### config.mk
export PLATFORM = sky130hd
export DESIGN_NAME = pctbl_ctrl
export DESIGN_NICKNAME = d
export VERILOG_FILES = /design/src/rtl/pctbl_pkg.sv /design/src/rtl/pctbl_ctrl.sv
export SDC_FILE = /design/constraint.sdc
export NUM_CORES = 1
export LEC_CHECK = 0
export BUFFER_PORTS_ARGS = -buffer_cell sky130_fd_sc_hd__buf_2
export CORE_AREA = 2 2 39 41
export DETAILED_ROUTE_END_ITERATION = 16
export DIE_AREA = 0 0 41 43
export GPL_ROUTABILITY_DRIVEN = 0
export PLACE_DENSITY = 0.41
export SLEW_MARGIN = 0
export SYNTH_ARGS = -nofsm -noshare
export SYNTH_HDL_FRONTEND = slang
export SYNTH_SLANG_ARGS = --single-unit
### constraint.sdc
create_clock -name clk -period 1.6 [get_ports clk]
set_clock_uncertainty 0.1 [all_clocks]
set_input_delay 0.32 -clock clk [delete_from_list [all_inputs] [get_ports clk]]
set_output_delay 0.32 -clock clk [all_outputs]
set_load 0.01 [all_outputs]
### src/rtl/pctbl_pkg.sv
// Shared types and constants for the per-client token bucket limiter.
package pctbl_pkg;

  localparam int BUCKETS      = 256;
  localparam int IDX_W        = $clog2(BUCKETS);
  localparam int TIME_W       = 48;
  localparam int TOK_W        = 16;
  localparam int PERIOD_W     = 32;
  localparam int CFG_ADDR_W   = 1;
  localparam int CFG_DATA_W   = 32;
  localparam int IN_DATA_W    = 56;
  localparam int OUT_DATA_W   = 24;
  localparam int DIV_STEPS    = TIME_W;
  localparam int DIV_CNT_W    = $clog2(DIV_STEPS);

  localparam logic [TOK_W-1:0]    TOKEN_MAX_RST = 16'd10;
  localparam logic [PERIOD_W-1:0] PERIOD_RST    = 32'd1000;

  // Configuration register indexes
  localparam logic [CFG_ADDR_W-1:0] REG_TOKEN_MAX = 1'd0;
  localparam logic [CFG_ADDR_W-1:0] REG_PERIOD    = 1'd1;

  typedef enum logic [2:0] {
    ST_IDLE,
    ST_LOAD,
    ST_DIV,
    ST_CLAMP,
    ST_WRITE
  } state_t;

  // Controller to datapath
  typedef struct packed {
    logic accept;
    logic load;
    logic step;
    logic clamp;
    logic finish;
  } cmd_t;

  // Datapath to controller
  typedef struct packed {
    logic div_last;
    logic out_free;
  } status_t;

endpackage

### src/rtl/pctbl_ctrl.sv
// Controller state machine sequencing one request through the datapath.
module pctbl_ctrl (
  input  logic               clk,
  input  logic               rst,
  input  logic               s_tvalid,
  output logic               s_tready,
  input  pctbl_pkg::status_t status,
  output pctbl_pkg::cmd_t    cmd
);
  import pctbl_pkg::*;

  state_t state;
  state_t state_next;

  // State register
  always_ff @(posedge clk) begin
    if (rst) begin
      state <= ST_IDLE;
    end else begin
      state <= state_next;
    end
  end

  // Next state and commands
  always_comb begin
    state_next = state;
    cmd        = '0;
    s_tready   = 1'b0;
    case (state)
      ST_IDLE: begin
        s_tready = 1'b1;
        if (s_tvalid) begin
          cmd.accept = 1'b1;
          state_next = ST_LOAD;
        end
      end
      ST_LOAD: begin
        cmd.load   = 1'b1;
        state_next = ST_DIV;
      end
      ST_DIV: begin
        cmd.step = 1'b1;
        if (status.div_last) begin
          state_next = ST_CLAMP;
        end
      end
      ST_CLAMP: begin
        cmd.clamp  = 1'b1;
        state_next = ST_WRITE;
      end
      ST_WRITE: begin
        // Hold until the output register can take the result word
        if (status.out_free) begin
          cmd.finish = 1'b1;
          state_next = ST_IDLE;
        end
      end
      default: begin
        state_next = ST_IDLE;
      end
    endcase
  end

endmodule

# Yosys cells after proc, flatten, opt, wreduce, memory -nomap -nowiden
# Index checks and enable logic that the tools add are counted.
# Widths: inputs -> output; s select.
# word_totals
out_inout_bits	6
elab_cells	22
register_bits	3
# classes
muxes	12
n_reduce_logical	2
n_eq_ne	7
# op_table
operator	n
$pmux 3 s5	1
$mux 3	3
$mux 1	8
$eq 3x2->1 const B	2
$ne 2x2->1 const B	3
$eq 3x1->1 const B	1
$eq 3x3->1 const B	1
$logic_not 3->1	1
$reduce_and 3->1	1

# Logic depth before layout (Yosys ltp)
# logic_depth
depth_word	3
depth_mapped	3
depth_no_buf	2

# Least setup slack after synthesis
# OpenSTA, ideal clock, no wires.
# synth_path
path_type	reg2out
start	register state[0]
end	output cmd[0] (netlist name)
stages_incl_launch_ff	3
slack_ns	0.291
path_buffers	1
arrival_ns	0.889
required_ns	1.180
path_cell_list	dfxtp_1 buf_4 nor4bb_1
# synth_lines
item	line	rtl
start, declared	pctbl_ctrl.sv:12	state_t state;
start signal, assigned	pctbl_ctrl.sv:20	state <= state_next;
end, declared	pctbl_ctrl.sv:8	output pctbl_pkg::cmd_t cmd

==> results by group <==
Timing
  – FMAX: 675 MHz
  – Final period utilization: 0.925
  – Pins Over Slew Limit: 0
  – Worst Max-Slew Pin Slew: 229 ps
  – Setup violators final: 0
  – Final hold vios: 0
  – RSZ-0062 raised after global routing: false
  – Max_slew headroom: 0.846
  – Setup Total Neg Slack: 0 ps
  – Final Critical Period: 1480 ps

Finish
  – Finished Core Util: 0.210
  – Area Growth Syn to Fin: 29.6%
  – Top reg by flops: state
  – Fillers: 157
  – Seq. cell area: 63.8 sq um
  – Layout cells sized above 1: 0.667
  – Max reg flops: 3
  – Nets: 36
  – Multi-input logic area: 130 sq um
  – Largest registers: state: 3 flops
  – Ant diodes: 0

Pwr
  – Pwr Total: 0.301 mW
  – Switch share: 0.280
  – Clock network fraction of total power: 0.430
  – Internal power: 0.216 mW
  – Logic pwr share: 0.226
  – Psw: 0.0843 mW
  – Cell Pwr Density: 1040 nW/um^2
  – Maximum VDD drop: 510 uV
  – Seq pwr share: 0.344
  – Leak: 0.129 nW

Critical path
  – Critical Path RT: 1180 ps
  – Reg2Reg Setup Slack: 570 ps
  – Worst r2r path cells: 2
  – Crit path max fanout: 9
  – WP data arrival: 1060 ps
  – RR Endpoint: state[0]$_SDFFE_PP0P_
  – Reg2Reg Launch Point: state[1]$_SDFFE_PP0P_
  – Worst setup SP type: register
  – Kind of critical path: register to primary output
  – Worst setup EP type: primary output

Floorplan
  – IO Count: 11
  – Die Y-Extent: 43 um
  – Initial Utilization: 0.162
  – Die area: 1760 sq um
  – Die Wd: 41 um
  – Placeable core area: 1380 sq um
  – Num rows: 14

Synth
  – Post-Syn Instances: 20
  – Post-synthesis compound-gate area fraction: 0.168
  – Post-synth EDFFs: 0
  – Post-synthesis area per instance: 11.2 sq um
  – Post-synthesis mux area share: 0
  – Mapped cell area: 224 sq um
  – Main combinational cell family by area after synthesis: simple AND/OR/NAND/NOR gates
  – Synth unique cells: 13
  – Register area share after synthesis: 0.268
  – Synth top area cells: dfxtp_1 27%, a2111oi_4 12%, buf_4 10%, nor3_1 6.7%, nor3b_1 6.7%
  – Number of synthesized register bits: 3
  – Fraction of registers with async set/reset: 0
  – Synth cell count leaders: 3 x buf_4, 3 x dfxtp_1, 3 x nor3_1
  – Synth Flop Type: dfxtp_1
  – Share of the synthesized area in the top cell type: 0.268
  – Synth area leader: dfxtp_1
  – Simple-Gate Fraction of Synth Area: 0.374
  – Post-Synth XOR/XNOR Area: 0.0391
  – Synth warn: 0
  – Post-synthesis adder-cell area fraction: 0
  – Synthesized Nets: 25

Clock tree
  – Maximum clock path buffer count: 2
  – Setup repair bufs after CTS: 0
  – Latest clock arrival within the worst-skew pair: 230 ps
  – Clk root buf: clkbuf_4
  – CTS tree: yes
  – Num Clock Sinks: 3
  – Clock edge transition at the registers on the reported setup and hold paths: 40 ps
  – Clock buffer count from CTS: 3
  – # H-tree levels: 1

Drt
  – Total wire length: 396 um
  – Via density: 3.74
  – WL per Instance: 8.61 um
  – Via Count: 172
  – 1st-pass router iterations: 1
  – Drt initial violations: 0
  – Drc violations: 0
  – Final ANT Viol Nets: 0

Hold path
  – Tightest Hold Check Type: primary input to register
  – Min-Delay Path Depth: 2
  – Hold_sp: rst
  – Worst hold path endpoint: state[0]$_SDFFE_PP0P_

Global routing
  – Total Routing Usage GR: 0.0552
  – Initial antenna violation count: 0
  – Gr ovfl total: 0
  – Vias in the first global route: 162
  – First-pass GRT wire length: 607 um
  – Largest net degree at the start of global routing: 10

Placement
  – Port buffer count: 10

Run status
  – Outcome: finished, final reports clean

Run
  – Max-cap violations: 0
routing by layer:
| layer | track usage | share of wire |
|---|---|---|
| met1 | 0.0609 | 0.50 |
| met2 | 0.0656 | 0.42 |
| met3 | 0.0628 | 0.076 |
| met4 | 0.0200 | 0 |
| met5 | 0 | 0 |
power groups by stage:
stage	logic (mW)	clock network [mW]	registers, mW
4_1_cts	0.0691	0.136	0.102
3_3_place_gp	0.0696	0	0.102
6_report	0.0680	0.129	0.103
2_1_floorplan	0.0717	0	0.0854
3_5_place_dp	0.0687	0	0.103
5_1_grt	0.0748	0.148	0.106
logic make-up (layout without fill, tap and decap cells):
| kind of cell | after synthesis | after routing |
|---|---|---|
| buffers and inverters | 4 | 14 |
| AND/OR/NAND/NOR | 10 | 10 |
| flip-flops | 3 | 3 |
| XOR/XNOR | 1 | 1 |
| AO/OA/AOI/OAI | 2 | 2 |
worst max-delay path, stage by stage (launching register included):
cell and delay [ps]:
dfxtp_2 370, nor4bb_1 290, buf_2 180
what timing repair did:
item                                    CTS  global route
hold buffers                              0             0
endpoints found under the setup margin    0             4
gates resized for setup                   0             3
through the flow:
stage	setup slack (ps)	instances	hold slack [ps]	cell area [sq um]
after global placement	284	42	442	260
final	119	46	198	290
after global routing	40.7	46	199	290
after CTS	11.0	46	199	287
after detailed placement	259	42	442	260
after floorplan	291	20	284	224
how the worst max path moves through the flow:
| stage | to | start | slack (ps) | cells after the start |
|---|---|---|---|---|
| final | cmd[0] | state[0]$_SDFFE_PP0P_ | 120 | 2 |
| after global routing | cmd[4] | state[1]$_SDFFE_PP0P_ | 40 | 3 |
| after detailed placement | cmd[0] | state[2]$_SDFFE_PP0P_ | 260 | 2 |
| after global placement | cmd[4] | state[1]$_SDFFE_PP0P_ | 280 | 3 |
| after CTS | cmd[0] | state[2]$_SDFFE_PP0P_ | 10 | 2 |
| after floorplan | cmd[0] | state[0]$_SDFFE_PP0P_ | 290 | 2 |
final cells by class:
| cell class | count | share of cell area |
|---|---|---|
| sequential | 3 | 0.220 |
| clock buffer | 4 | 0.0905 |
| timing repair buffer | 10 | 0.172 |
| tap | 16 | 0.0690 |
| multi-input combinational | 13 | 0.448 |
cells in the final DEF, fill, tap and decap left out:
master,instances
a2111oi_4,1
and3b_1,1
buf_2,10
clkbuf_1,1
clkbuf_4,3
dfxtp_2,3
nand2_2,1
nand2b_4,1
nor3_1,3
nor3b_1,2
nor4b_2,1
nor4bb_1,1
o21ba_1,1
xnor2_1,1
No activity file was read; power rests on OpenSTA's default activity.
